$ cat config.mk
export PLATFORM = sky130hd
export DESIGN_NAME = icon_list_best_size_select
export DESIGN_NICKNAME = d
export VERILOG_FILES = /design/src/rtl/ibs_pkg.sv /design/src/rtl/ibs_div.sv /design/src/rtl/ibs_ctrl.sv /design/src/rtl/ibs_datapath.sv /design/src/rtl/icon_list_best_size_select.sv
export SDC_FILE = /design/constraint.sdc
export NUM_CORES = 2
export LEC_CHECK = 0
export BUFFER_PORTS_ARGS = -buffer_cell sky130_fd_sc_hd__buf_2
export CORE_UTILIZATION = 58
export CTS_CLUSTER_SIZE = 14
export DETAILED_ROUTE_END_ITERATION = 10
export GPL_ROUTABILITY_DRIVEN = 0
export GPL_TIMING_DRIVEN = 0
export PLACE_DENSITY = 0.75
export RECOVER_POWER = 50
export REMOVE_ABC_BUFFERS = 1
export SYNTH_ARGS = -nofsm -noshare
export SYNTH_HDL_FRONTEND = slang
export SYNTH_SLANG_ARGS = --single-unit
$ cat constraint.sdc
create_clock -name aclk -period 7.2 [get_ports aclk]
set_input_delay 0 -clock aclk [delete_from_list [all_inputs] [get_ports aclk]]
set_output_delay 0 -clock aclk [all_outputs]
set_load 0.02 [all_outputs]
$ cat src/rtl/ibs_pkg.sv
// Shared types and constants for the icon list best size selector.
// Used by the controller, datapath, divider, top level and checker.
// No dependencies.
`default_nettype none

package ibs_pkg;

    // Field widths
    localparam int WORD_W    = 32;
    localparam int DIM_W     = 14;
    localparam int TGT_W     = 13;
    localparam int OFF_W     = 24;
    localparam int STAT_W    = 2;
    localparam int PIX_W     = 2 * DIM_W;

    // Stream length limit and word counter (saturates at MAX_WORDS)
    localparam int MAX_WORDS = 16777216;
    localparam int CNT_W     = $clog2(MAX_WORDS) + 1;

    // Scaling divider: small side * target / large side
    localparam int NUM_W     = DIM_W + TGT_W;
    localparam int DCNT_W    = $clog2(NUM_W + 1);

    localparam int TGT_RESET = 16;

    // Result beat layout, lowest bit first
    localparam int OUT_FIELDS_W = STAT_W + 2 * DIM_W + OFF_W + 2 * TGT_W;
    localparam int OUT_W        = ((OUT_FIELDS_W + 7) / 8) * 8;

    // Result status; as an error register STAT_FOUND means "no error yet"
    typedef enum logic [1:0] {
        STAT_FOUND    = 2'd0,
        STAT_NONE     = 2'd1,
        STAT_OVERSIZE = 2'd2,
        STAT_TOO_LONG = 2'd3
    } status_t;

    // Position inside one icon record
    typedef enum logic [1:0] {
        PH_WIDTH,
        PH_HEIGHT,
        PH_PIXELS
    } phase_t;

    // Controller states
    typedef enum logic [2:0] {
        FSM_RUN,
        FSM_PICK,
        FSM_MUL,
        FSM_DIVGO,
        FSM_DIV,
        FSM_OUT
    } fsm_t;

    // Controller to datapath
    typedef struct packed {
        logic accept;     // input beats may be taken
        logic pick;       // latch the choice, clear the stream state
        logic mul;        // register small side * target
        logic div_start;  // launch the scaling division
        logic load_out;   // move the result into the output register
    } ibs_cmd_t;

    // Datapath to controller
    typedef struct packed {
        logic found;      // current choice is a usable icon
        logic div_busy;
        logic out_free;   // output register can take a result
    } ibs_sts_t;

endpackage

`default_nettype wire

$ cat src/rtl/ibs_div.sv
// Restoring divider, one quotient bit per cycle, for the aspect scaling.
// Depends on ibs_pkg.
`default_nettype none

module ibs_div
    import ibs_pkg::*;
(
    input  wire logic              aclk,
    input  wire logic              aresetn,
    input  wire logic              start,
    input  wire logic [NUM_W-1:0]  num,
    input  wire logic [DIM_W-1:0]  den,
    output logic                   busy,
    output logic [NUM_W-1:0]       quo
);

    logic [NUM_W-1:0]  nq_reg,   nq_next;   // dividend shifts out, quotient in
    logic [DIM_W-1:0]  rem_reg,  rem_next;
    logic [DIM_W-1:0]  den_reg,  den_next;
    logic [DCNT_W-1:0] cnt_reg,  cnt_next;
    logic              busy_reg, busy_next;

    logic [DIM_W:0]    rem_sh;
    logic [DIM_W:0]    rem_sub;
    logic              q_bit;

    // One restoring step
    always_comb begin
        rem_sh  = {rem_reg, nq_reg[NUM_W-1]};
        rem_sub = rem_sh - {1'b0, den_reg};
        q_bit   = (rem_sh >= {1'b0, den_reg});

        nq_next   = nq_reg;
        rem_next  = rem_reg;
        den_next  = den_reg;
        cnt_next  = cnt_reg;
        busy_next = busy_reg;
        if (start) begin
            nq_next   = num;
            rem_next  = '0;
            den_next  = den;
            cnt_next  = DCNT_W'(NUM_W);
            busy_next = 1'b1;
        end else if (busy_reg) begin
            nq_next  = {nq_reg[NUM_W-2:0], q_bit};
            rem_next = q_bit ? rem_sub[DIM_W-1:0] : rem_sh[DIM_W-1:0];
            cnt_next = cnt_reg - 1'b1;
            if (cnt_reg == DCNT_W'(1)) begin
                busy_next = 1'b0;
            end
        end
    end

    always_ff @(posedge aclk) begin
        if (!aresetn) begin
            busy_reg <= 1'b0;
            cnt_reg  <= '0;
        end else begin
            busy_reg <= busy_next;
            cnt_reg  <= cnt_next;
        end
        nq_reg  <= nq_next;
        rem_reg <= rem_next;
        den_reg <= den_next;
    end

    assign busy = busy_reg;
    assign quo  = nq_reg;

endmodule

`default_nettype wire

$ cat src/rtl/ibs_ctrl.sv
// Controller state machine: streams words, then sequences pick, scale (only when an icon is found), output.
// Depends on ibs_pkg.
`default_nettype none

module ibs_ctrl
    import ibs_pkg::*;
(
    input  wire logic     aclk,
    input  wire logic     aresetn,
    input  wire logic     s_tvalid,
    input  wire logic     s_tlast,
    input  wire ibs_sts_t sts,
    output ibs_cmd_t      cmd
);

    fsm_t state_reg, state_next;

    always_ff @(posedge aclk) begin
        if (!aresetn) begin
            state_reg <= FSM_RUN;
        end else begin
            state_reg <= state_next;
        end
    end

    // Next state and commands
    always_comb begin
        state_next = state_reg;
        cmd        = '0;
        unique case (state_reg)
            FSM_RUN: begin
                cmd.accept = 1'b1;
                if (s_tvalid && s_tlast) begin
                    state_next = FSM_PICK;
                end
            end
            FSM_PICK: begin
                cmd.pick   = 1'b1;
                state_next = sts.found ? FSM_MUL : FSM_OUT;
            end
            FSM_MUL: begin
                cmd.mul    = 1'b1;
                state_next = FSM_DIVGO;
            end
            FSM_DIVGO: begin
                cmd.div_start = 1'b1;
                state_next    = FSM_DIV;
            end
            FSM_DIV: begin
                if (!sts.div_busy) begin
                    state_next = FSM_OUT;
                end
            end
            FSM_OUT: begin
                if (sts.out_free) begin
                    cmd.load_out = 1'b1;
                    state_next   = FSM_RUN;
                end
            end
            default: begin
                state_next = FSM_RUN;
            end
        endcase
    end

endmodule

`default_nettype wire

$ cat src/rtl/ibs_datapath.sv
// Datapath: icon header parsing, ranking, choice, scale product, output register.
// Depends on ibs_pkg; works with ibs_div for the scaled side.
`default_nettype none

module ibs_datapath
    import ibs_pkg::*;
(
    input  wire logic              aclk,
    input  wire logic              aresetn,
    input  wire ibs_cmd_t          cmd,
    output ibs_sts_t               sts,
    input  wire logic              cfg_we,
    input  wire logic [TGT_W-1:0]  cfg_wdata,
    input  wire logic              s_tvalid,
    input  wire logic [WORD_W-1:0] s_word,
    output logic [NUM_W-1:0]       div_num,
    output logic [DIM_W-1:0]       div_den,
    input  wire logic              div_busy,
    input  wire logic [NUM_W-1:0]  div_quo,
    output logic                   m_tvalid,
    input  wire logic              m_tready,
    output logic [OUT_W-1:0]       m_tdata
);

    // Configuration
    logic [TGT_W-1:0] target_reg;

    // Stream state
    phase_t           phase_reg,     phase_next;
    logic             w_big_reg,     w_big_next;
    logic [DIM_W-1:0] hdr_w_reg,     hdr_w_next;
    logic [DIM_W-1:0] hdr_h_reg,     hdr_h_next;
    logic [PIX_W-1:0] pix_left_reg,  pix_left_next;
    logic [CNT_W-1:0] word_cnt_reg,  word_cnt_next;
    logic [OFF_W-1:0] icon_off_reg,  icon_off_next;
    status_t          err_reg,       err_next;
    logic             ab_found_reg,  ab_found_next;
    logic [DIM_W-1:0] ab_excess_reg, ab_excess_next;
    logic [DIM_W-1:0] ab_w_reg,      ab_w_next;
    logic [DIM_W-1:0] ab_h_reg,      ab_h_next;
    logic [OFF_W-1:0] ab_off_reg,    ab_off_next;
    logic             be_found_reg,  be_found_next;
    logic [TGT_W-1:0] be_short_reg,  be_short_next;
    logic [DIM_W-1:0] be_w_reg,      be_w_next;
    logic [DIM_W-1:0] be_h_reg,      be_h_next;
    logic [OFF_W-1:0] be_off_reg,    be_off_next;

    // Result being built
    status_t          res_stat_reg;
    logic [DIM_W-1:0] res_w_reg;
    logic [DIM_W-1:0] res_h_reg;
    logic [OFF_W-1:0] res_off_reg;
    logic             res_wide_reg;
    logic [DIM_W-1:0] small_reg;
    logic [DIM_W-1:0] large_reg;
    logic [NUM_W-1:0] prod_reg;

    // Output register
    logic             m_tvalid_reg;
    logic [OUT_W-1:0] m_tdata_reg;

    logic             beat;
    logic             cnt_full;
    logic [CNT_W-1:0] idx_plus1;
    logic [DIM_W-1:0] word_dim;
    logic             word_big;
    logic [PIX_W-1:0] pix_prod;

    logic             rank_en;
    logic [DIM_W-1:0] rank_w;
    logic [DIM_W-1:0] rank_h;
    logic [OFF_W-1:0] rank_off;
    logic [DIM_W-1:0] rank_m;
    logic [DIM_W-1:0] tgt_ext;
    logic             rank_above;
    logic [DIM_W-1:0] rank_excess;
    logic [TGT_W-1:0] rank_short;

    logic [DIM_W-1:0] ch_w;
    logic [DIM_W-1:0] ch_h;
    logic [OFF_W-1:0] ch_off;
    status_t          pick_stat;

    logic [TGT_W-1:0] quo_side;
    logic [TGT_W-1:0] sc_w;
    logic [TGT_W-1:0] sc_h;

    assign beat      = s_tvalid && cmd.accept;
    assign cnt_full  = (word_cnt_reg >= CNT_W'(MAX_WORDS));
    assign idx_plus1 = word_cnt_reg + 1'b1;
    assign word_dim  = s_word[DIM_W-1:0];
    assign word_big  = |s_word[WORD_W-1:DIM_W];
    assign pix_prod  = PIX_W'(hdr_w_reg) * PIX_W'(word_dim);
    assign tgt_ext   = DIM_W'(target_reg);

    // Configuration register
    always_ff @(posedge aclk) begin
        if (!aresetn) begin
            target_reg <= TGT_W'(TGT_RESET);
        end else if (cfg_we) begin
            target_reg <= cfg_wdata;
        end
    end

    // Header parsing and pixel countdown
    always_comb begin
        phase_next    = phase_reg;
        w_big_next    = w_big_reg;
        hdr_w_next    = hdr_w_reg;
        hdr_h_next    = hdr_h_reg;
        pix_left_next = pix_left_reg;
        word_cnt_next = word_cnt_reg;
        icon_off_next = icon_off_reg;
        err_next      = err_reg;
        rank_en       = 1'b0;
        rank_w        = hdr_w_reg;
        rank_h        = hdr_h_reg;
        rank_off      = icon_off_reg;

        if (beat) begin
            if (cnt_full) begin
                if (err_reg == STAT_FOUND) begin
                    err_next = STAT_TOO_LONG;
                end
            end else begin
                word_cnt_next = idx_plus1;
                if (err_reg == STAT_FOUND) begin
                    unique case (phase_reg)
                        PH_WIDTH: begin
                            hdr_w_next = word_dim;
                            w_big_next = word_big;
                            phase_next = PH_HEIGHT;
                        end
                        PH_HEIGHT: begin
                            if (w_big_reg || word_big) begin
                                err_next   = STAT_OVERSIZE;
                                phase_next = PH_WIDTH;
                            end else begin
                                hdr_h_next    = word_dim;
                                pix_left_next = pix_prod;
                                icon_off_next = idx_plus1[OFF_W-1:0];
                                // Empty icon: ranked at once
                                if (hdr_w_reg == '0 || word_dim == '0) begin
                                    rank_en    = 1'b1;
                                    rank_h     = word_dim;
                                    rank_off   = idx_plus1[OFF_W-1:0];
                                    phase_next = PH_WIDTH;
                                end else begin
                                    phase_next = PH_PIXELS;
                                end
                            end
                        end
                        PH_PIXELS: begin
                            pix_left_next = pix_left_reg - 1'b1;
                            if (pix_left_reg == PIX_W'(1)) begin
                                rank_en    = 1'b1;
                                phase_next = PH_WIDTH;
                            end
                        end
                        default: begin
                            phase_next = PH_WIDTH;
                        end
                    endcase
                end
            end
        end
    end

    // Ranking of a complete icon
    always_comb begin
        rank_m      = (rank_w > rank_h) ? rank_w : rank_h;
        rank_above  = (rank_m >= tgt_ext);
        rank_excess = rank_m - tgt_ext;
        rank_short  = target_reg - rank_m[TGT_W-1:0];

        ab_found_next  = ab_found_reg;
        ab_excess_next = ab_excess_reg;
        ab_w_next      = ab_w_reg;
        ab_h_next      = ab_h_reg;
        ab_off_next    = ab_off_reg;
        be_found_next  = be_found_reg;
        be_short_next  = be_short_reg;
        be_w_next      = be_w_reg;
        be_h_next      = be_h_reg;
        be_off_next    = be_off_reg;

        if (rank_en) begin
            if (rank_above) begin
                if (!ab_found_reg || rank_excess < ab_excess_reg) begin
                    ab_found_next  = 1'b1;
                    ab_excess_next = rank_excess;
                    ab_w_next      = rank_w;
                    ab_h_next      = rank_h;
                    ab_off_next    = rank_off;
                end
            end else begin
                if (!be_found_reg || rank_short < be_short_reg) begin
                    be_found_next = 1'b1;
                    be_short_next = rank_short;
                    be_w_next     = rank_w;
                    be_h_next     = rank_h;
                    be_off_next   = rank_off;
                end
            end
        end
    end

    // Stream state registers; a pick starts a fresh property
    always_ff @(posedge aclk) begin
        if (!aresetn || cmd.pick) begin
            phase_reg     <= PH_WIDTH;
            w_big_reg     <= 1'b0;
            hdr_w_reg     <= '0;
            hdr_h_reg     <= '0;
            pix_left_reg  <= '0;
            word_cnt_reg  <= '0;
            icon_off_reg  <= '0;
            err_reg       <= STAT_FOUND;
            ab_found_reg  <= 1'b0;
            ab_excess_reg <= '0;
            ab_w_reg      <= '0;
            ab_h_reg      <= '0;
            ab_off_reg    <= '0;
            be_found_reg  <= 1'b0;
            be_short_reg  <= '0;
            be_w_reg      <= '0;
            be_h_reg      <= '0;
            be_off_reg    <= '0;
        end else begin
            phase_reg     <= phase_next;
            w_big_reg     <= w_big_next;
            hdr_w_reg     <= hdr_w_next;
            hdr_h_reg     <= hdr_h_next;
            pix_left_reg  <= pix_left_next;
            word_cnt_reg  <= word_cnt_next;
            icon_off_reg  <= icon_off_next;
            err_reg       <= err_next;
            ab_found_reg  <= ab_found_next;
            ab_excess_reg <= ab_excess_next;
            ab_w_reg      <= ab_w_next;
            ab_h_reg      <= ab_h_next;
            ab_off_reg    <= ab_off_next;
            be_found_reg  <= be_found_next;
            be_short_reg  <= be_short_next;
            be_w_reg      <= be_w_next;
            be_h_reg      <= be_h_next;
            be_off_reg    <= be_off_next;
        end
    end

    // Final choice: above target wins over below target
    always_comb begin
        ch_w   = ab_found_reg ? ab_w_reg   : be_w_reg;
        ch_h   = ab_found_reg ? ab_h_reg   : be_h_reg;
        ch_off = ab_found_reg ? ab_off_reg : be_off_reg;
        if (err_reg != STAT_FOUND) begin
            pick_stat = err_reg;
        end else if ((ab_found_reg || be_found_reg) && ch_w != '0 && ch_h != '0) begin
            pick_stat = STAT_FOUND;
        end else begin
            pick_stat = STAT_NONE;
        end
    end

    // Result registers and scale product
    always_ff @(posedge aclk) begin
        if (cmd.pick) begin
            res_stat_reg <= pick_stat;
            res_wide_reg <= (ch_w > ch_h);
            small_reg    <= (ch_w > ch_h) ? ch_h : ch_w;
            large_reg    <= (ch_w > ch_h) ? ch_w : ch_h;
            if (pick_stat == STAT_FOUND) begin
                res_w_reg   <= ch_w;
                res_h_reg   <= ch_h;
                res_off_reg <= ch_off;
            end else begin
                res_w_reg   <= '0;
                res_h_reg   <= '0;
                res_off_reg <= '0;
            end
        end
        if (cmd.mul) begin
            prod_reg <= NUM_W'(small_reg) * NUM_W'(target_reg);
        end
    end

    assign div_num = prod_reg;
    assign div_den = large_reg;

    // Scaled sides: longer side takes the target, shorter at least 1
    always_comb begin
        quo_side = (div_quo[TGT_W-1:0] == '0) ? TGT_W'(1) : div_quo[TGT_W-1:0];
        sc_w     = '0;
        sc_h     = '0;
        if (res_stat_reg == STAT_FOUND) begin
            sc_w = res_wide_reg ? target_reg : quo_side;
            sc_h = res_wide_reg ? quo_side   : target_reg;
        end
    end

    // Output register
    always_ff @(posedge aclk) begin
        if (!aresetn) begin
            m_tvalid_reg <= 1'b0;
        end else if (cmd.load_out) begin
            m_tvalid_reg <= 1'b1;
        end else if (m_tready) begin
            m_tvalid_reg <= 1'b0;
        end
        if (cmd.load_out) begin
            m_tdata_reg <= OUT_W'({sc_h, sc_w, res_off_reg, res_h_reg, res_w_reg,
                                   res_stat_reg});
        end
    end

    assign m_tvalid     = m_tvalid_reg;
    assign m_tdata      = m_tdata_reg;

    assign sts.found    = (pick_stat == STAT_FOUND);
    assign sts.div_busy = div_busy;
    assign sts.out_free = !m_tvalid_reg || m_tready;

endmodule

`default_nettype wire

$ cat src/rtl/icon_list_best_size_select.sv
// Icon list best size selector: top level joining controller, datapath, divider.
// Depends on ibs_pkg, ibs_ctrl, ibs_datapath, ibs_div.
//
// Usage:
//   Words of an icon list property (width, height, width*height pixels, repeated)
//   enter on the s_ channel, one beat per cycle while s_tready is high; tlast
//   marks the final word. Each property gives exactly one result beat on the
//   m_ channel: status, chosen width/height, pixel word offset and the size
//   scaled to fit target_size (written through cfg_we/cfg_wdata while idle).
//   Every word is taken as soon as it is offered while s_tready is high. After the last
//   word s_tready drops while the choice is made and scaled: a pick, then the
//   load into the output register when no icon is found; when one is, a pick,
//   a multiply, the division launch, the divide wait (the quotient bits, then
//   a check that it has finished) and the load. Once the result sits in the
//   output register, s_tready rises again, so the next property streams in
//   while the result waits. If the receiver stalls with a result still held,
//   the next result waits in the controller and s_tready stays low until it
//   moves.
//   Reset (aresetn low, synchronous) empties the output, clears the stream
//   state and sets target_size to 16.
`default_nettype none

module icon_list_best_size_select
    import ibs_pkg::*;
(
    input  wire logic              aclk,
    input  wire logic              aresetn,
    // Configuration: target_size
    input  wire logic              cfg_we,
    input  wire logic [TGT_W-1:0]  cfg_wdata,
    // Property words
    input  wire logic              s_tvalid,
    output logic                   s_tready,
    input  wire logic [WORD_W-1:0] s_tdata,   // [31:0] word
    input  wire logic              s_tlast,   // last word of the property
    // Results
    output logic                   m_tvalid,
    input  wire logic              m_tready,
    output logic [OUT_W-1:0]       m_tdata    // [1:0] status, [15:2] icon_width,
                                              // [29:16] icon_height,
                                              // [53:30] pixel_offset,
                                              // [66:54] scaled_width,
                                              // [79:67] scaled_height
);

    ibs_cmd_t         cmd;
    ibs_sts_t         sts;
    logic             div_start;
    logic [NUM_W-1:0] div_num;
    logic [DIM_W-1:0] div_den;
    logic             div_busy;
    logic [NUM_W-1:0] div_quo;

    assign s_tready  = cmd.accept;
    assign div_start = cmd.div_start;

    ibs_ctrl u_ctrl (
        .aclk     (aclk),
        .aresetn  (aresetn),
        .s_tvalid (s_tvalid),
        .s_tlast  (s_tlast),
        .sts      (sts),
        .cmd      (cmd)
    );

    ibs_datapath u_dp (
        .aclk      (aclk),
        .aresetn   (aresetn),
        .cmd       (cmd),
        .sts       (sts),
        .cfg_we    (cfg_we),
        .cfg_wdata (cfg_wdata),
        .s_tvalid  (s_tvalid),
        .s_word    (s_tdata),
        .div_num   (div_num),
        .div_den   (div_den),
        .div_busy  (div_busy),
        .div_quo   (div_quo),
        .m_tvalid  (m_tvalid),
        .m_tready  (m_tready),
        .m_tdata   (m_tdata)
    );

    ibs_div u_div (
        .aclk    (aclk),
        .aresetn (aresetn),
        .start   (div_start),
        .num     (div_num),
        .den     (div_den),
        .busy    (div_busy),
        .quo     (div_quo)
    );

endmodule

`default_nettype wire

==> metrics.md <==
| Metric | Value |
|---|---|
| Outcome | completed |
| Global Route met2 Usage | 49.35% |
| Met3 Use GR | 3.776% |
| Post-synth top area share | 19.15% |
| Core area | 0.06171 mm^2 |
| Slew @ Worst Pin | ~1.4 ns |
| CTS Buf Count | 55 |
| Sinks on Clock Net | 511 |
| Final nets | 4611 |
| Worst R2R Start | u_ctrl.state_reg[2] |
| Largest net degree at the start of global routing | 86 |
| Sw Ratio | 37.11% |
| Routed wire length | 88.02 mm |
| Vias in the first global route | 27980 |
| Final setup viols | 0 |
| Port bufs | around 130 |
| Fin. max-slew vios | 0 |
| Worst Skew | 0.04322 ns |
| Mapped Avg Cell Area | 9.209 um^2 |
| Worst R2R End | u_dp.be_short_reg[12] |
| Non-filler cells, final | between 4000 and 5000 |
| Row count | 91 |
| Gr usage total | 27.80% |
| Clock Tree Buf Depth | 3 |
| M1 GR Usage | 34.53% |
| Critical path class | reg -> reg |
| Critical path arrival | about 7.7 ns |
| Fin. Hold Viols | 0 |
| Yosys warnings | 0 |
| Final antenna-violating net count | 0 |
| Top-Level Pins | approximately 130 |
| First-pass GRT wire length | 141.8 mm |
| Post-DP HPWL | between 50 and 60 mm |
| Antenna diodes | 0 |
| Largest stage delay, worst path | 0.44 ns |
| Fmax | around 140 MHz |
| Pre-antenna DRT Iters | 5 |
| P_sw | ~4.1 mW |
| Reg power frac | between 30 and 40% |
| Top_reg_cell synth | dfxtp_1 |
| DR DRC count | 0 |
| Starting Density | 58.69% |
| Post-synthesis register bit count | 511 |
| Clk pwr share | 26.3% |
| Leakage | approximately 17 nW |
| Final hold slack | 0.05224 ns |
| Grt peak-use layer | met2 |
| Gate power share | 43.0% |
| H-tree Lvls | 2 |
| Cell variety after synth | 81 |
| Clock Root Buffer | clkbuf_16 |
| Syn Inst Count | about 3900 |
| Setup crit end kind | flip-flop |
| Routed WL per cell | 17.95 um |
| Fin crit period | 7.145 ns |
| Slew headroom | 9.570% |
| Die W | 251.9 um |
| R2R Setup Slk | 0.06 ns |
| Proportion of synthesized chip area in sequential cells | 34.63% |
| Most frequent cells in the layout | nand2_1 (738), inv_1 (406), fa_1 (274), a21oi_1 (262), dfxtp_1 (262) |
| Clock Latency Late Sink | approximately 0.64 ns |
| Routed vias | 27730 |
| Maximum vdd drop | roughly 0.21 mV |
| Pwr/cell area | 271.1 mW/mm^2 |
| Initial antenna violation count | 0 |
| Critical Path RT | 7.71 ns |
| Final worst-path cycle share | approximately 99% |
| Die area | 0.06345 mm^2 |
| EDFF count, synth | 231 |
| Worst-path clk slew | roughly 0.070 ns |
| Setup crit end | u_dp.be_short_reg[12] |
| Startpoint Class | flip-flop |
| Hold Crit Class | in -> reg |
| Max reg flops | 80 |
| Vias per cell | 5.655 |
| Die Y | 251.9 um |
| Most common cell after layout, fill and taps aside | nand2_1 |
| Placed cell count | 4688 |
| Area growth syn-to-layout | 12.42% |
| Layout cell share with drive strength beyond 1 | 8.360% |
| Mapped Area | 0.03622 mm^2 |
| Grt total ovfl | 0 |
| Int Pwr | 6.941 mW |
| CTS tree | done |
| Max cap viols | 0 |
| Asr flop ratio synth | 0% |
| R2R depth | 34 |
| Starting DRT DRC Count | 1818 |
| Crit path launch | u_ctrl.state_reg[2] |
| Worst-path maximum fanout | 11 |
| Critical-path top delay cell | nor4b_4 |
| Cell taking the most area after synthesis | edfxtp_1 |
| Synth area leaders | edfxtp_1 (19%), dfxtp_1 (15%), fa_1 (15%) |
-- worst max-delay path, delay by kind of cell, from the launching register on --
kind	cells	cell delay (ns)
AO/OA/AOI/OAI	13	2.64
AND/OR/NAND/NOR	10	1.79
adder cells (fa/ha/maj)	4	0.89
buffers and inverters	5	0.77
flip-flops	1	0.38
multiplexers	1	0.34
XOR/XNOR	1	0.17
-- power groups by stage --
stage	registers [mW]	logic (mW)	clock network, mW
after global routing	3.40	5.30	3.04
after detailed placement	3.44	4.03	0
after floorplan	3.37	3.11	0
after CTS	3.38	4.33	2.93
after global placement	3.45	3.90	0
final	3.39	4.74	2.91
-- Yosys cell counts, drive strengths merged, types with 12 or more instances --
cell / n
fa: 276
or3: 13
a21boi: 12
mux2: 17
and2: 154
and3: 17
a21oi: 267
edfxtp: 231
dfxtp: 280
buf: 48
nor3: 28
nand2b: 13
o21a: 22
a31oi: 15
nor2: 220
o21ai: 135
xnor2: 76
xor2: 48
nor2b: 34
nor4: 25
ha: 264
clkbuf: 189
nand3: 52
o21bai: 14
mux2i: 131
nand4: 23
nand2: 745
inv: 410
a211oi: 38
a21o: 38
-- cell families (layout without fill, tap and decap cells) --
logic type	count (synthesis)	count (layout)	synth area share (%)
AOI/OAI and AO/OA	611	614	10.04
xor gates and xnor gates	124	124	2.999
adders and majority gates	540	540	24.38
buffers and inverters	647	776	7.113
DFF	511	511	34.63
muxes	148	148	4.194
and+or+nand+nor	1352	1354	16.65
-- area by class of cell --
class                   count  area, um^2
inverters                 410        1541
multi-input cells        2780       21580
flip-flops and latches    511       12580
well taps                 837        1047
repair buffers            262        2097
clock inverters            32       325.3
fillers                  4968       21000
clock buffers              72        1544
-- layer usage --
layer  vias up  part of all wire [%]
li1      13130                     -
met1     13540                    41
met2       866                    49
met3       195                   5.9
met4         0                   3.4
met5         -                     0
-- stage by stage --
step                 TNS, ns  utilization, %  total power [mW]  setup slack, ns  area [um^2]
detailed placement   -324.88           60.66             7.466           -2.666        37440
floorplan            -643.31               -             6.475           -3.992        35180
CTS                        0           65.43             10.64          0.01437        40380
finish                     0           65.98             11.04          0.05549        40720
global route          -7.762           65.98             11.74          -0.1459        40720
global placement    -1716.17           59.78             7.352           -9.105        36890
-- how the worst min path moves through the flow --
stage | from | end | depth (start not counted)
6_report | s_tdata[23] | u_dp.w_big_reg | 7
5_1_grt | s_tdata[23] | u_dp.w_big_reg | 7
4_1_cts | s_tdata[23] | u_dp.w_big_reg | 7
3_5_place_dp | cfg_wdata[4] | u_dp.target_reg[4] | 3
3_3_place_gp | cfg_wdata[4] | u_dp.target_reg[4] | 3
2_1_floorplan | aresetn | u_dp.target_reg[4] | 1
-- repair_timing --
item | 4_1_cts | 5_1_grt
hold endpoints to repair | 50 | 0
pin swaps | 14 | 30
resized for setup | 55 | 61
setup buffers | 23 | 23
hold buffers | 57 | 0
setup endpoints to repair | 133 | 131
cloned | 9 | 2
Note: power is estimated with default switching activity, not from simulation.
